$ cat src/rtl/itrd_pkg.sv
`timescale 1ns / 1ps
// ----------------------------------------------------------------------------
// itrd_pkg: shared definitions for the radix digit converter
// Field widths, radix limits, ASCII constants, divider control and helpers.
// ----------------------------------------------------------------------------
package itrd_pkg;

    localparam int VALUE_IN_BITS      = 32;
    localparam int POS_BITS           = 31;
    localparam int VALUE_BITS_DEFAULT = 31;

    localparam int RADIX_BITS     = 6;
    localparam int DIGIT_BITS     = 6;
    localparam int CHAR_BITS      = 7;
    localparam int STORE_DEPTH    = 31;
    localparam int COUNT_BITS     = $clog2(STORE_DEPTH);
    localparam int RADIX_MIN      = 2;
    localparam int RADIX_MAX      = 36;
    localparam int RADIX_COUNT    = RADIX_MAX - RADIX_MIN + 1;
    localparam int RADIX_IDX_BITS = $clog2(RADIX_COUNT);

    localparam logic [RADIX_BITS-1:0] RADIX_RESET = 6'd10;
    localparam logic [CHAR_BITS-1:0]  CHAR_ZERO   = 7'h30;
    localparam logic [CHAR_BITS-1:0]  CHAR_A      = 7'h41;
    localparam logic [DIGIT_BITS-1:0] DIGIT_NINE  = 6'd9;
    localparam logic [DIGIT_BITS-1:0] DIGIT_TEN   = 6'd10;

    // divider control from the sequencer
    typedef struct packed {
        logic load;    // latch reciprocal for the current radix
        logic mul_en;  // multiply dividend by reciprocal
    } div_ctrl_t;

    // out-of-range radix is pinned to the nearest legal base
    function automatic logic [RADIX_BITS-1:0] clamp_radix(input logic [RADIX_BITS-1:0] r);
        logic [RADIX_BITS-1:0] c;
        if (r < RADIX_BITS'(RADIX_MIN))
        begin
            c = RADIX_BITS'(RADIX_MIN);
        end
        else if (r > RADIX_BITS'(RADIX_MAX))
        begin
            c = RADIX_BITS'(RADIX_MAX);
        end
        else
        begin
            c = r;
        end
        return c;
    endfunction

    function automatic logic [CHAR_BITS-1:0] digit_to_ascii(input logic [DIGIT_BITS-1:0] d);
        logic [CHAR_BITS-1:0] c;
        if (d <= DIGIT_NINE)
        begin
            c = CHAR_ZERO + CHAR_BITS'(d);
        end
        else
        begin
            c = CHAR_A + CHAR_BITS'(d - DIGIT_TEN);
        end
        return c;
    endfunction

endpackage

$ cat src/rtl/itrd_ram.sv
`timescale 1ns / 1ps
// ----------------------------------------------------------------------------
// itrd_ram: generic single-write, single-read memory
// One write port, one read port with registered read data and read enable.
// ----------------------------------------------------------------------------
module itrd_ram #(
    parameter int WIDTH = 8,
    parameter int DEPTH = 32
) (
    input  logic                     clk,
    input  logic                     we,
    input  logic [$clog2(DEPTH)-1:0] waddr,
    input  logic [WIDTH-1:0]         wdata,
    input  logic                     re,
    input  logic [$clog2(DEPTH)-1:0] raddr,
    output logic [WIDTH-1:0]         rdata
);

    logic [WIDTH-1:0] mem [DEPTH];

    always_ff @(posedge clk)
    begin
        if (we)
        begin
            mem[waddr] <= wdata;
        end
        if (re)
        begin
            rdata <= mem[raddr];
        end
    end

endmodule

$ cat src/rtl/itrd_fifo.sv
`timescale 1ns / 1ps
// ----------------------------------------------------------------------------
// itrd_fifo: two-entry queue between front and back
// Decouples input acceptance from the digit sequencer.
// ----------------------------------------------------------------------------
module itrd_fifo #(
    parameter int WIDTH = 32
) (
    input  logic             clk,
    input  logic             rst_n,
    input  logic             push_valid,
    output logic             push_ready,
    input  logic [WIDTH-1:0] push_data,
    output logic             pop_valid,
    input  logic             pop_ready,
    output logic [WIDTH-1:0] pop_data
);

    logic [WIDTH-1:0] slot_reg [2];
    logic             wr_ptr_reg;
    logic             rd_ptr_reg;
    logic [1:0]       count_reg;
    logic             do_push;
    logic             do_pop;

    assign push_ready = (count_reg != 2'd2);
    assign pop_valid  = (count_reg != 2'd0);
    assign pop_data   = slot_reg[rd_ptr_reg];
    assign do_push    = push_valid && push_ready;
    assign do_pop     = pop_valid && pop_ready;

    always_ff @(posedge clk or negedge rst_n)
    begin
        if (!rst_n)
        begin
            wr_ptr_reg <= 1'b0;
            rd_ptr_reg <= 1'b0;
            count_reg  <= 2'd0;
        end
        else
        begin
            if (do_push)
            begin
                wr_ptr_reg <= ~wr_ptr_reg;
            end
            if (do_pop)
            begin
                rd_ptr_reg <= ~rd_ptr_reg;
            end
            if (do_push && !do_pop)
            begin
                count_reg <= count_reg + 2'd1;
            end
            else if (do_pop && !do_push)
            begin
                count_reg <= count_reg - 2'd1;
            end
        end
    end

    always_ff @(posedge clk)
    begin
        if (do_push)
        begin
            slot_reg[wr_ptr_reg] <= push_data;
        end
    end

endmodule

$ cat src/rtl/itrd_front.sv
`timescale 1ns / 1ps
// ----------------------------------------------------------------------------
// itrd_front: input classifier
// Flags non-positive values as empty and saturates to the work width.
// ----------------------------------------------------------------------------
module itrd_front #(
    parameter int WORK_BITS = 31
) (
    input  logic [itrd_pkg::VALUE_IN_BITS-1:0] value,
    output logic [WORK_BITS:0]                 entry
);

    import itrd_pkg::*;

    logic                 is_empty;
    logic [WORK_BITS-1:0] work;

    // zero or sign bit set gives an empty conversion
    assign is_empty = (value == '0) || value[VALUE_IN_BITS-1];

    if (WORK_BITS < POS_BITS)
    begin : g_sat
        logic too_big;
        assign too_big = |value[POS_BITS-1:WORK_BITS];
        assign work    = too_big ? '1 : value[WORK_BITS-1:0];
    end
    else
    begin : g_pass
        assign work = value[WORK_BITS-1:0];
    end

    assign entry = {is_empty, work};

endmodule

$ cat src/rtl/itrd_div.sv
`timescale 1ns / 1ps
// ----------------------------------------------------------------------------
// itrd_div: divide by radix through an exact reciprocal
// Quotient = (n * m) >> (W + l) with m = ceil(2^(W+l) / d), l = ceil(log2 d).
// ----------------------------------------------------------------------------
module itrd_div #(
    parameter int WORK_BITS = 31
) (
    input  logic                            clk,
    input  itrd_pkg::div_ctrl_t             ctrl,
    input  logic [itrd_pkg::RADIX_BITS-1:0] radix,
    input  logic [WORK_BITS-1:0]            dividend,
    output logic [WORK_BITS-1:0]            quot,
    output logic [itrd_pkg::DIGIT_BITS-1:0] rem
);

    import itrd_pkg::*;

    localparam int MUL_BITS   = WORK_BITS + 1;
    localparam int PROD_BITS  = WORK_BITS + MUL_BITS;
    localparam int SHIFT_BITS = $clog2(WORK_BITS + RADIX_BITS + 1);

    logic [MUL_BITS-1:0]       recip_tab [RADIX_COUNT];
    logic [SHIFT_BITS-1:0]     shift_tab [RADIX_COUNT];
    logic [RADIX_IDX_BITS-1:0] tab_idx;
    logic [MUL_BITS-1:0]       recip_reg;
    logic [SHIFT_BITS-1:0]     shift_reg;
    logic [RADIX_BITS-1:0]     divisor_reg;
    logic [PROD_BITS-1:0]      prod_reg;
    logic [PROD_BITS-1:0]      prod_next;
    logic [PROD_BITS-1:0]      shifted;
    logic [DIGIT_BITS-1:0]     low_prod;

    for (genvar g = 0; g < RADIX_COUNT; g++)
    begin : g_recip
        localparam int          DIV   = RADIX_MIN + g;
        localparam int          LOG   = $clog2(DIV);
        localparam logic [63:0] NUM   = 64'd1 << (WORK_BITS + LOG);
        localparam logic [63:0] RECIP = (NUM + 64'(DIV) - 64'd1) / 64'(DIV);
        assign recip_tab[g] = RECIP[MUL_BITS-1:0];
        assign shift_tab[g] = SHIFT_BITS'(WORK_BITS + LOG);
    end

    assign tab_idx   = RADIX_IDX_BITS'(radix - RADIX_BITS'(RADIX_MIN));
    assign prod_next = PROD_BITS'(dividend) * PROD_BITS'(recip_reg);

    always_ff @(posedge clk)
    begin
        if (ctrl.load)
        begin
            recip_reg   <= recip_tab[tab_idx];
            shift_reg   <= shift_tab[tab_idx];
            divisor_reg <= radix;
        end
        if (ctrl.mul_en)
        begin
            prod_reg <= prod_next;
        end
    end

    assign shifted = prod_reg >> shift_reg;
    assign quot    = shifted[WORK_BITS-1:0];
    // remainder is below the radix, so six low bits suffice
    assign low_prod = quot[DIGIT_BITS-1:0] * divisor_reg;
    assign rem      = dividend[DIGIT_BITS-1:0] - low_prod;

endmodule

$ cat src/rtl/itrd_back.sv
`timescale 1ns / 1ps
// ----------------------------------------------------------------------------
// itrd_back: digit sequencer
// Divides repeatedly, stacks remainders, then emits characters msd first.
// ----------------------------------------------------------------------------
module itrd_back #(
    parameter int WORK_BITS = 31
) (
    input  logic                            clk,
    input  logic                            rst_n,
    input  logic [itrd_pkg::RADIX_BITS-1:0] radix,
    input  logic                            q_valid,
    output logic                            q_ready,
    input  logic [WORK_BITS:0]              q_data,
    output logic                            out_valid,
    input  logic                            out_ready,
    output logic [itrd_pkg::CHAR_BITS-1:0]  out_char,
    output logic                            out_last,
    output logic                            out_empty
);

    import itrd_pkg::*;

    localparam logic [2:0] S_IDLE = 3'd0;
    localparam logic [2:0] S_MUL  = 3'd1;
    localparam logic [2:0] S_REM  = 3'd2;
    localparam logic [2:0] S_RD   = 3'd3;
    localparam logic [2:0] S_OUT  = 3'd4;

    logic [2:0]            state_reg;
    logic [2:0]            state_next;
    logic [WORK_BITS-1:0]  w_reg;
    logic [WORK_BITS-1:0]  w_next;
    logic [COUNT_BITS-1:0] digit_count_reg;
    logic [COUNT_BITS-1:0] digit_count_next;
    logic [COUNT_BITS-1:0] idx_reg;
    logic [COUNT_BITS-1:0] idx_next;
    logic                  out_valid_reg;
    logic                  out_valid_next;
    logic [CHAR_BITS-1:0]  out_char_reg;
    logic [CHAR_BITS-1:0]  out_char_next;
    logic                  out_last_reg;
    logic                  out_last_next;
    logic                  out_empty_reg;
    logic                  out_empty_next;

    div_ctrl_t             div_ctrl;
    logic [WORK_BITS-1:0]  quot;
    logic [DIGIT_BITS-1:0] rem;
    logic                  ram_we;
    logic                  ram_re;
    logic [COUNT_BITS-1:0] ram_raddr;
    logic [DIGIT_BITS-1:0] ram_rdata;
    logic                  slot_free;

    itrd_div #(
        .WORK_BITS(WORK_BITS)
    ) u_div (
        .clk      (clk),
        .ctrl     (div_ctrl),
        .radix    (radix),
        .dividend (w_reg),
        .quot     (quot),
        .rem      (rem)
    );

    itrd_ram #(
        .WIDTH(DIGIT_BITS),
        .DEPTH(STORE_DEPTH)
    ) u_store (
        .clk   (clk),
        .we    (ram_we),
        .waddr (digit_count_reg),
        .wdata (rem),
        .re    (ram_re),
        .raddr (ram_raddr),
        .rdata (ram_rdata)
    );

    assign slot_free = !out_valid_reg || out_ready;

    always_comb
    begin
        state_next       = state_reg;
        w_next           = w_reg;
        digit_count_next = digit_count_reg;
        idx_next         = idx_reg;
        out_valid_next   = out_valid_reg && !out_ready;
        out_char_next    = out_char_reg;
        out_last_next    = out_last_reg;
        out_empty_next   = out_empty_reg;
        q_ready          = 1'b0;
        div_ctrl         = '0;
        ram_we           = 1'b0;
        ram_re           = 1'b0;
        ram_raddr        = idx_reg;
        case (state_reg)
            S_IDLE:
            begin
                if (q_valid)
                begin
                    if (q_data[WORK_BITS])
                    begin
                        if (slot_free)
                        begin
                            q_ready          = 1'b1;
                            out_valid_next   = 1'b1;
                            out_char_next    = '0;
                            out_last_next    = 1'b1;
                            out_empty_next   = 1'b1;
                            digit_count_next = '0;
                        end
                    end
                    else
                    begin
                        q_ready          = 1'b1;
                        div_ctrl.load    = 1'b1;
                        w_next           = q_data[WORK_BITS-1:0];
                        digit_count_next = '0;
                        state_next       = S_MUL;
                    end
                end
            end
            S_MUL:
            begin
                div_ctrl.mul_en = 1'b1;
                state_next      = S_REM;
            end
            S_REM:
            begin
                ram_we           = 1'b1;
                w_next           = quot;
                digit_count_next = digit_count_reg + 1'b1;
                if ((quot == '0) || (digit_count_reg == COUNT_BITS'(STORE_DEPTH - 1)))
                begin
                    idx_next   = digit_count_reg;
                    state_next = S_RD;
                end
                else
                begin
                    state_next = S_MUL;
                end
            end
            S_RD:
            begin
                ram_re     = 1'b1;
                state_next = S_OUT;
            end
            S_OUT:
            begin
                if (slot_free)
                begin
                    out_valid_next = 1'b1;
                    out_char_next  = digit_to_ascii(ram_rdata);
                    out_last_next  = (idx_reg == '0);
                    out_empty_next = 1'b0;
                    if (idx_reg == '0)
                    begin
                        state_next = S_IDLE;
                    end
                    else
                    begin
                        idx_next  = idx_reg - 1'b1;
                        ram_re    = 1'b1;
                        ram_raddr = idx_reg - 1'b1;
                    end
                end
            end
            default:
            begin
                state_next = S_IDLE;
            end
        endcase
    end

    always_ff @(posedge clk or negedge rst_n)
    begin
        if (!rst_n)
        begin
            state_reg       <= S_IDLE;
            w_reg           <= '0;
            digit_count_reg <= '0;
            idx_reg         <= '0;
            out_valid_reg   <= 1'b0;
        end
        else
        begin
            state_reg       <= state_next;
            w_reg           <= w_next;
            digit_count_reg <= digit_count_next;
            idx_reg         <= idx_next;
            out_valid_reg   <= out_valid_next;
        end
    end

    always_ff @(posedge clk)
    begin
        out_char_reg  <= out_char_next;
        out_last_reg  <= out_last_next;
        out_empty_reg <= out_empty_next;
    end

    assign out_valid = out_valid_reg;
    assign out_char  = out_char_reg;
    assign out_last  = out_last_reg;
    assign out_empty = out_empty_reg;

endmodule

$ cat src/rtl/integer_to_radix_digits.sv
`timescale 1ns / 1ps
// ----------------------------------------------------------------------------
// integer_to_radix_digits: signed integer to ASCII digits in radix 2..36
// Stream in one value, stream out its digit characters, msd first.
// ----------------------------------------------------------------------------
// Each accepted value is converted to ASCII digits ('0'-'9', 'A'-'Z') in the
// radix held in the configuration register (reset 10; 0 and 1 act as 2, above
// 36 acts as 36). Characters leave most significant first, the final one with
// tlast set. A zero or negative value gives a single transfer with data 0,
// tlast 1 and tuser 1. Positive values wider than VALUE_BITS saturate to the
// largest VALUE_BITS value. Each digit passes through the divide loop (a
// reciprocal multiply, then a quotient/remainder step); the digit store is
// then read and characters are emitted one per cycle while the sink is
// ready (up to 31 digits). A two-entry queue sits between input and
// sequencer, so up to two further input transfers are taken while a
// conversion runs and the output register holds a character the sink has
// not taken. Update the radix only while the block is idle.
// ----------------------------------------------------------------------------
module integer_to_radix_digits #(
    parameter int VALUE_BITS = itrd_pkg::VALUE_BITS_DEFAULT
) (
    input  logic                               clk,
    input  logic                               rst_n,
    // radix register write
    input  logic                               radix_wr_en,
    input  logic [itrd_pkg::RADIX_BITS-1:0]    radix_wr_data,
    // input stream; tdata: [31:0] value
    input  logic                               s_tvalid,
    output logic                               s_tready,
    input  logic [itrd_pkg::VALUE_IN_BITS-1:0] s_tdata,
    // output stream; tdata: [6:0] digit_char, [7] zero pad
    output logic                               m_tvalid,
    input  logic                               m_tready,
    output logic [7:0]                         m_tdata,
    output logic                               m_tlast,
    // tuser: [0] empty_res
    output logic                               m_tuser
);

    import itrd_pkg::*;

    // a positive 32-bit value never needs more than 31 bits
    localparam int WORK_BITS = (VALUE_BITS < POS_BITS) ? VALUE_BITS : POS_BITS;

    localparam logic [CHAR_BITS-1:0] CHAR_NINE = CHAR_ZERO + CHAR_BITS'(DIGIT_NINE);
    localparam logic [CHAR_BITS-1:0] CHAR_Z    =
        CHAR_A + CHAR_BITS'(RADIX_MAX - 1 - int'(DIGIT_TEN));

    logic [RADIX_BITS-1:0] radix_reg;
    logic [RADIX_BITS-1:0] radix_eff;
    logic [WORK_BITS:0]    front_entry;
    logic                  q_valid;
    logic                  q_ready;
    logic [WORK_BITS:0]    q_data;
    logic [CHAR_BITS-1:0]  out_char;

    // configuration register
    always_ff @(posedge clk or negedge rst_n)
    begin
        if (!rst_n)
        begin
            radix_reg <= RADIX_RESET;
        end
        else if (radix_wr_en)
        begin
            radix_reg <= radix_wr_data;
        end
    end

    assign radix_eff = clamp_radix(radix_reg);

    // front: classify and saturate the incoming value
    itrd_front #(
        .WORK_BITS(WORK_BITS)
    ) u_front (
        .value (s_tdata),
        .entry (front_entry)
    );

    // queue between front and sequencer
    itrd_fifo #(
        .WIDTH(WORK_BITS + 1)
    ) u_fifo (
        .clk        (clk),
        .rst_n      (rst_n),
        .push_valid (s_tvalid),
        .push_ready (s_tready),
        .push_data  (front_entry),
        .pop_valid  (q_valid),
        .pop_ready  (q_ready),
        .pop_data   (q_data)
    );

    // back: divide loop, digit store and output register
    itrd_back #(
        .WORK_BITS(WORK_BITS)
    ) u_back (
        .clk       (clk),
        .rst_n     (rst_n),
        .radix     (radix_eff),
        .q_valid   (q_valid),
        .q_ready   (q_ready),
        .q_data    (q_data),
        .out_valid (m_tvalid),
        .out_ready (m_tready),
        .out_char  (out_char),
        .out_last  (m_tlast),
        .out_empty (m_tuser)
    );

    assign m_tdata = {1'b0, out_char};

    // empty result carries no character and closes the run
    a_empty_form: assert property (@(posedge clk) disable iff (!rst_n)
        m_tvalid && m_tuser |-> m_tlast && (m_tdata == 8'd0))
        else $error("empty result not formed as a closing zero character");

    // every digit character is a legal ascii digit or letter
    a_digit_char: assert property (@(posedge clk) disable iff (!rst_n)
        m_tvalid && !m_tuser |->
            !m_tdata[7] &&
            (((m_tdata[6:0] >= CHAR_ZERO) && (m_tdata[6:0] <= CHAR_NINE)) ||
             ((m_tdata[6:0] >= CHAR_A) && (m_tdata[6:0] <= CHAR_Z))))
        else $error("digit character out of range");

    // within a run the next character is ready right after a transfer
    a_run_gapless: assert property (@(posedge clk) disable iff (!rst_n)
        m_tvalid && m_tready && !m_tlast |=> m_tvalid)
        else $error("gap inside a digit run");

endmodule
$ cat config.mk
export PLATFORM = sky130hd
export DESIGN_NAME = integer_to_radix_digits
export DESIGN_NICKNAME = d
export VERILOG_FILES = /design/src/rtl/itrd_pkg.sv /design/src/rtl/itrd_ram.sv /design/src/rtl/itrd_fifo.sv /design/src/rtl/itrd_front.sv /design/src/rtl/itrd_div.sv /design/src/rtl/itrd_back.sv /design/src/rtl/integer_to_radix_digits.sv
export SDC_FILE = /design/constraint.sdc
export NUM_CORES = 2
export LEC_CHECK = 0
export ABC_CLOCK_PERIOD_IN_PS = 17990
export BUFFER_PORTS_ARGS = -buffer_cell sky130_fd_sc_hd__buf_4
export CAP_MARGIN = 0
export CORE_UTILIZATION = 30
export DETAILED_ROUTE_END_ITERATION = 10
export SETUP_SLACK_MARGIN = 0.2
export SYNTH_ARGS = -nofsm -noshare
export SYNTH_HDL_FRONTEND = slang
export SYNTH_SLANG_ARGS = --single-unit
$ cat constraint.sdc
create_clock -name clk -period 17.99 [get_ports clk]
set_clock_uncertainty 0.05 [all_clocks]
set_input_delay 0.8995 -clock clk [delete_from_list [all_inputs] [get_ports clk]]
set_output_delay 0.8995 -clock clk [all_outputs]
set_load 0.005 [all_outputs]
After elaboration in Yosys (flattened, before gate mapping)

Memories as Yosys holds them, arrays and structs flattened. A register that Yosys moved wholly into a read port is not among the register bits.
Cells that the tools add are included.

Register bits after elaboration: 133
Latch bits: 0
RAM bits: 250
Bits in read-only memories: 2,432
Output and inout port bits: 12
Logic and storage cells: 131
Memories kept: 4

$add $sub $neg: 9
$mul: 2
Div/mod/pow operators: 0
$lt $le $gt $ge: 3
Eq/ne operators: 14
Shifts and indexed selects: 1
Multiplexer cells: 55
Bitwise logic cells: 3
Reduce and logical (&&, ||, !) cells: 26

Memory list:

| memory             | depth | bits a word | read ports | clocked after memory_dff | write ports | RTL line        | RTL |
|---|---|---|---|---|---|---|---|
| (no name shown)    | 64    | 32          | 1          | 1                        | 0           | itrd_div.sv:51  | `recip_reg <= recip_tab[tab_idx];` |
| (no name shown)    | 64    | 6           | 1          | 1                        | 0           | itrd_div.sv:52  | `shift_reg <= shift_tab[tab_idx];` |
| u_back.u_store.mem | 31    | 6           | 1          | 1                        | 1           | itrd_ram.sv:19  | `logic [WIDTH-1:0] mem [DEPTH];` |
| u_fifo.slot_reg    | 2     | 32          | 1          | 0                        | 1           | itrd_fifo.sv:19 | `logic [WIDTH-1:0] slot_reg [2];` |

Operators by type and width:

| operator                                                                 | count |
|---|---|
| 31-bit by 32-bit multiplier with 63-bit output                           | 1 |
| 63-bit by 6-bit right shift with 31-bit output                           | 1 |
| 31-bit two-way mux                                                       | 2 |
| 31-bit one-hot mux with 2 select lines                                   | 1 |
| 5-bit two-way mux                                                        | 7 |
| 7-bit two-way mux                                                        | 5 |
| 32-bit logical NOT                                                       | 1 |
| 31-bit logical NOT                                                       | 1 |
| 1-bit two-way mux                                                        | 23 |
| 5-bit one-hot mux with 2 select lines                                    | 2 |
| 3-bit one-hot mux with 5 select lines                                    | 1 |
| 7-bit one-hot mux with 2 select lines                                    | 1 |
| 3-bit two-way mux                                                        | 4 |
| 6-bit two-way mux                                                        | 2 |
| 2-bit nonzero test                                                       | 5 |
| 2-bit by 1-bit inequality test with 1-bit output (second input constant) | 4 |
| 2-bit inequality test (second input constant)                            | 4 |
| 1-bit one-hot mux with 2 select lines                                    | 4 |
| 6-bit by 6-bit adder with 7-bit output (first input constant)            | 1 |
| 7-bit adder (first input constant)                                       | 1 |
| 6-bit NOT with 7-bit output                                              | 1 |
| 6-bit by 4-bit subtractor with 7-bit output (second input constant)      | 1 |
| 3-bit by 2-bit equality test with 1-bit output (second input constant)   | 2 |
| 6-bit greater-than comparator (second input constant)                    | 1 |
| 24 further kinds                                                         | 37 |

Depth between registers and ports, before layout

Depth in word-level cells: 10
Gate-level depth with buffers: 29

Hierarchy

A second synthesis with hierarchy kept.

Cells, all modules: 4,823
Area, all modules: 50,240.7 um2

By module, submodules not included:

| module                  | instances | cells an instance | area each (um2) | sequential area each (um2) |
|---|---|---|---|---|
| itrd_div                | 1         | 3,956             | 36,453.7        | 2,132.0 |
| itrd_ram                | 1         | 387               | 7,602.3         | 5,765.5 |
| itrd_back               | 1         | 292               | 2,889.0         | 1,396.3 |
| itrd_fifo               | 1         | 118               | 2,658.8         | 2,021.9 |
| itrd_front              | 1         | 43                | 322.8           | 0.0 |
| integer_to_radix_digits | 1         | 27                | 314.1           | 152.6 |

Worst setup path before layout

OpenSTA, ideal clock, no wires.

Path type: register -> register
Start point: register u_back.w_reg[5]
End point: register u_back.u_div.prod_reg[55], data pin
Library setup time: 262 ps
Arrival: 7,101 ps
Required time: 17,678 ps
Setup slack: 10,578 ps
Cell stages (with the launch flop): 28
Buffers on the path: 1
Clock period less this slack: 7,412 ps
Path through: dfrtp_1 clkbuf_1 and2_1 fa_1 fa_1 fa_1 inv_1 fa_1 inv_1 fa_1 inv_1 fa_1 inv_1 fa_1 inv_1 fa_1 inv_1 ha_1 a21oi_1 o221ai_1 a21oi_1 nand2_1 nor4b_1 o21ai_1 a2111o_1 a21oi_1 o21ai_1 xor2_1

Cells in the longest elaborated chain, start to end: 1

Ends and longest elaborated chain:

| element                                        | RTL line         | RTL |
|---|---|---|
| start, declared                                | itrd_back.sv:32  | `logic [WORK_BITS-1:0] w_reg;` |
| start signal, assigned                         | itrd_back.sv:189 | `w_reg <= w_next;` |
| 31-bit by 32-bit multiplier with 63-bit output | itrd_div.sv:45   | `assign prod_next = PROD_BITS'(dividend) * PROD_BITS'(recip_reg);` |
| via u_back.u_div.prod_next[55]                 | itrd_div.sv:30   | `logic [PROD_BITS-1:0] prod_next;` |
| end signal, assigned                           | itrd_div.sv:57   | `prod_reg <= prod_next;` |
| end, declared                                  | itrd_div.sv:29   | `logic [PROD_BITS-1:0] prod_reg;` |

The timed path passes the listed nets, and every way through them passes these cells.
A chain may end at the register's enable or synchronous reset.

Worst setup path after layout

Start point: register u_back.w_reg[7]
End point: register u_back.u_div.prod_reg[55], data pin

The elaborated chain is that of the path after synthesis.

==> results summary <==
The run finished with clean final reports. The area overhead of the layout relative to synthesis came out at 8.35%. The number of DRC violations after detailed routing is 0. Data on the critical path arrives at its endpoint at 8910 ps. STA classifies the critical path endpoint as a flop. The post-route minimum period is 8670 ps. The total standard cell area after synthesis came out at 49,200 sq um. Among all flip-flop cells after synthesis, the most frequent one is edfxtp_1. In the post-synthesis netlist, the biggest area contributors are fa_1 (35%), edfxtp_1 (21%), ha_1 (7.4%), and2_1 (6.8%), inv_1 (6.6%). The number of buffer cells added on primary ports is 53. The die covers about 170,000 sq um. The portion of synthesized cell area occupied by the leading cell type is 0.355. Once detail routing completed, the nets flagged for antenna violations numbered 0. After the first detailed-routing iteration, the DRC count stood at roughly 2,500. The core area came out at around 160,000 sq um.

The cts-stage hold buffer count is 0. For this block, the via count after detailed routing is about 33,000. Of the cells placed in the final design, the portion with a size suffix greater than 1 is 0.0723.

In this run the number of H-tree levels came out at 2. The fraction of the core area covered by cells at the end of the flow is 0.327. The count of non-filler cells in the finished layout came out at roughly 7,000. The count of final setup violators is 0. The number of search-and-repair iterations in the first detailed-routing pass came out at 8.

The placer congestion estimate came out at 0.906. The quantity of gates resized following cts is 0. The global-route wire length before repair is roughly 210,000 um. The cell total after placement came out at 6,755. The number of flip-flops in the largest register came out at roughly 190. The number of slew-limit violations in the final report came out at 0. The fraction of registers with async set or reset after synthesis came out at 0.141.

The total routing usage reported by global routing came out at 0.162. After clock tree synthesis, the clock-pin slew on the worst setup and hold paths is roughly 60 ps. The overall die height is 407 um.

The number of hold violations in the final report came out at 0. The register bit total from synthesis came out at between 300 and 400. During synthesis, Yosys emitted a total of 0 warnings. The cell depth of the worst flop-to-flop path came out at 24. The post-synthesis net count is 5,910. Of the synthesized area, sequential elements account for 0.233. The global route total overflow came out at 0. The detail-routed via count per cell came out at 4.85.

The top achievable clock speed came out at around 120 MHz. The largest net degree at the start of global routing is 66. The startpoint identified for the worst register-to-register timing path is u_back.w_reg[7].

The setup TNS is 0 ps. In the layout the commonest cells are fa_1 (871), inv_1 (860), nand2_1 (589), and2_1 (536), edfxtp_1 (336). The capture instance of the worst register-to-register path is u_back.u_div.prod_reg[55]. The number of flops mapped to enable cells by yosys is about 340. The pin slew with the least headroom to its limit came out at between 1000 and 1500 ps. The total wirelength of the detailed-routed design came out at between 100,000 and 150,000 um. The maximum fanout along the worst path came out at 18. The critical path required time came out at about 18,000 ps. The instance count of the mapped netlist came out at ~4,700. For this design, the sink count on the clock tree is between 300 and 400. Setup repair after global routing left no endpoint under its margin. The clock insertion delay at the later pin of the skew report is roughly 550 ps. The slack of the worst reg-to-reg path came out at ~9300 ps. The worst setup path is launched from a flop.

In this run the horizontal extent of the chip is between 400 and 500 um. Leaving out fill and tap cells, the most frequent cell in the layout is fa_1. TritonCTS built the clock tree. The initial antenna violation count was 5. Dividing the final minimum period by the clock period gives 0.482. The initialized floorplan defines 148 standard-cell rows. The number of buffers inserted to repair setup after CTS is 0. The initial core utilization came out at 0.302. The class of the worst hold path is in -> async. The critical path is of the reg -> reg type. The number of different library cells in the post-synthesis netlist is 77.

The number of placed I/O pins came out at 55. The number of global-route vias before repair is 35,500. The wire length per cell after detailed routing is slightly below 20 um. The total half-perimeter wirelength after legalization and detailed placement is just over 90,000 um.

The tree is rooted in a clkbuf_16. The relative slew slack is 0.264. Across the run, the number of max-cap violations was 0. The number of buffers created by CTS came out at 37. The average cell area after synthesis came out at 10.4 sq um.

The post-synthesis cell type with the largest combined area is fa_1. For this run, the post-layout net count is roughly 5,800. The buffer depth of the longest clock path came out at 3.
cells in the mapped netlist (all sizes together), types with 18 or more instances:
cell type / n
nor3: 20
fa: 871
nor2: 153
a21o: 36
ha: 289
mux2: 39
xnor2: 52
mux2i: 49
a21oi: 135
and2: 538
mux4: 66
o21ai: 118
xor2: 18
dfrtp: 53
edfxtp: 336
o211ai: 20
inv: 861
clkbuf: 253
nand2: 589
how the worst max path moves through the flow:
stage,from,end,slack [ps],depth (start not counted)
2_1_floorplan,u_back.w_reg[5],u_back.u_div.prod_reg[55],10580,27
3_3_place_gp,u_back.w_reg[7],u_back.u_div.prod_reg[55],9520,24
3_5_place_dp,u_back.w_reg[7],u_back.u_div.prod_reg[55],9430,24
4_1_cts,u_back.w_reg[7],u_back.u_div.prod_reg[55],9400,24
5_1_grt,u_back.w_reg[7],u_back.u_div.prod_reg[55],8780,24
6_report,u_back.w_reg[7],u_back.u_div.prod_reg[55],9320,24
critical path, cell delays in order, from the launching register on:
cell,delay (ps)
dfrtp_1,830
buf_4,420
and2_1,200
fa_1,440
fa_1,580
inv_1,60
fa_1,490
fa_1,520
inv_1,60
fa_1,550
fa_1,430
fa_1,520
fa_1,420
ha_1,350
a21oi_1,160
nor2_1,70
nor4_1,450
nand2_1,220
nor4b_1,300
buf_4,200
o21ai_1,110
a2111o_1,410
a21oi_1,280
o21ai_1,140
xor2_1,150
stage by stage:
step	worst slack [ps]	hold slack [ps]	area [sq um]
2_1_floorplan	10580	411	49200
4_1_cts	9400	390	53300
5_1_grt	8780	405	53300
3_5_place_dp	9430	444	52100
3_3_place_gp	9520	437	52100
6_report	9320	357	53300
routing by layer:
layer  global-route usage  vias up  wire, um
met4               0.0487        2      4500
met5                    0        -        37
met3               0.0227      257      8330
met1                0.209    17300     53600
met2                0.282     1079     65300
li1                     -    14500         -
cells by family after synthesis:
logic type / share of synthesized area
buf+inv: 0.0873
flops: 0.233
other cells: 0.0000762
compound gates: 0.0490
simple gates: 0.141
xor+xnor: 0.0125
fa+ha+maj: 0.428
mux: 0.0491
cell type report:
type | instances | area (sq um)
Tap cell | 2175 | 2720
Clock inverter | 21 | 236
Clock buffer | 46 | 991
Sequential cell | 391 | 11500
Fill cell | 16300 | 109000
Timing Repair Buffer | 143 | 1070
Inverter | 862 | 3240
Antenna cell | 4 | 10.0
Multi-Input combinational cell | 3184 | 33500
Power is left out: the tool's default activity adds up to more than one toggle a clock period on the data nets, which glitch-free logic cannot reach.
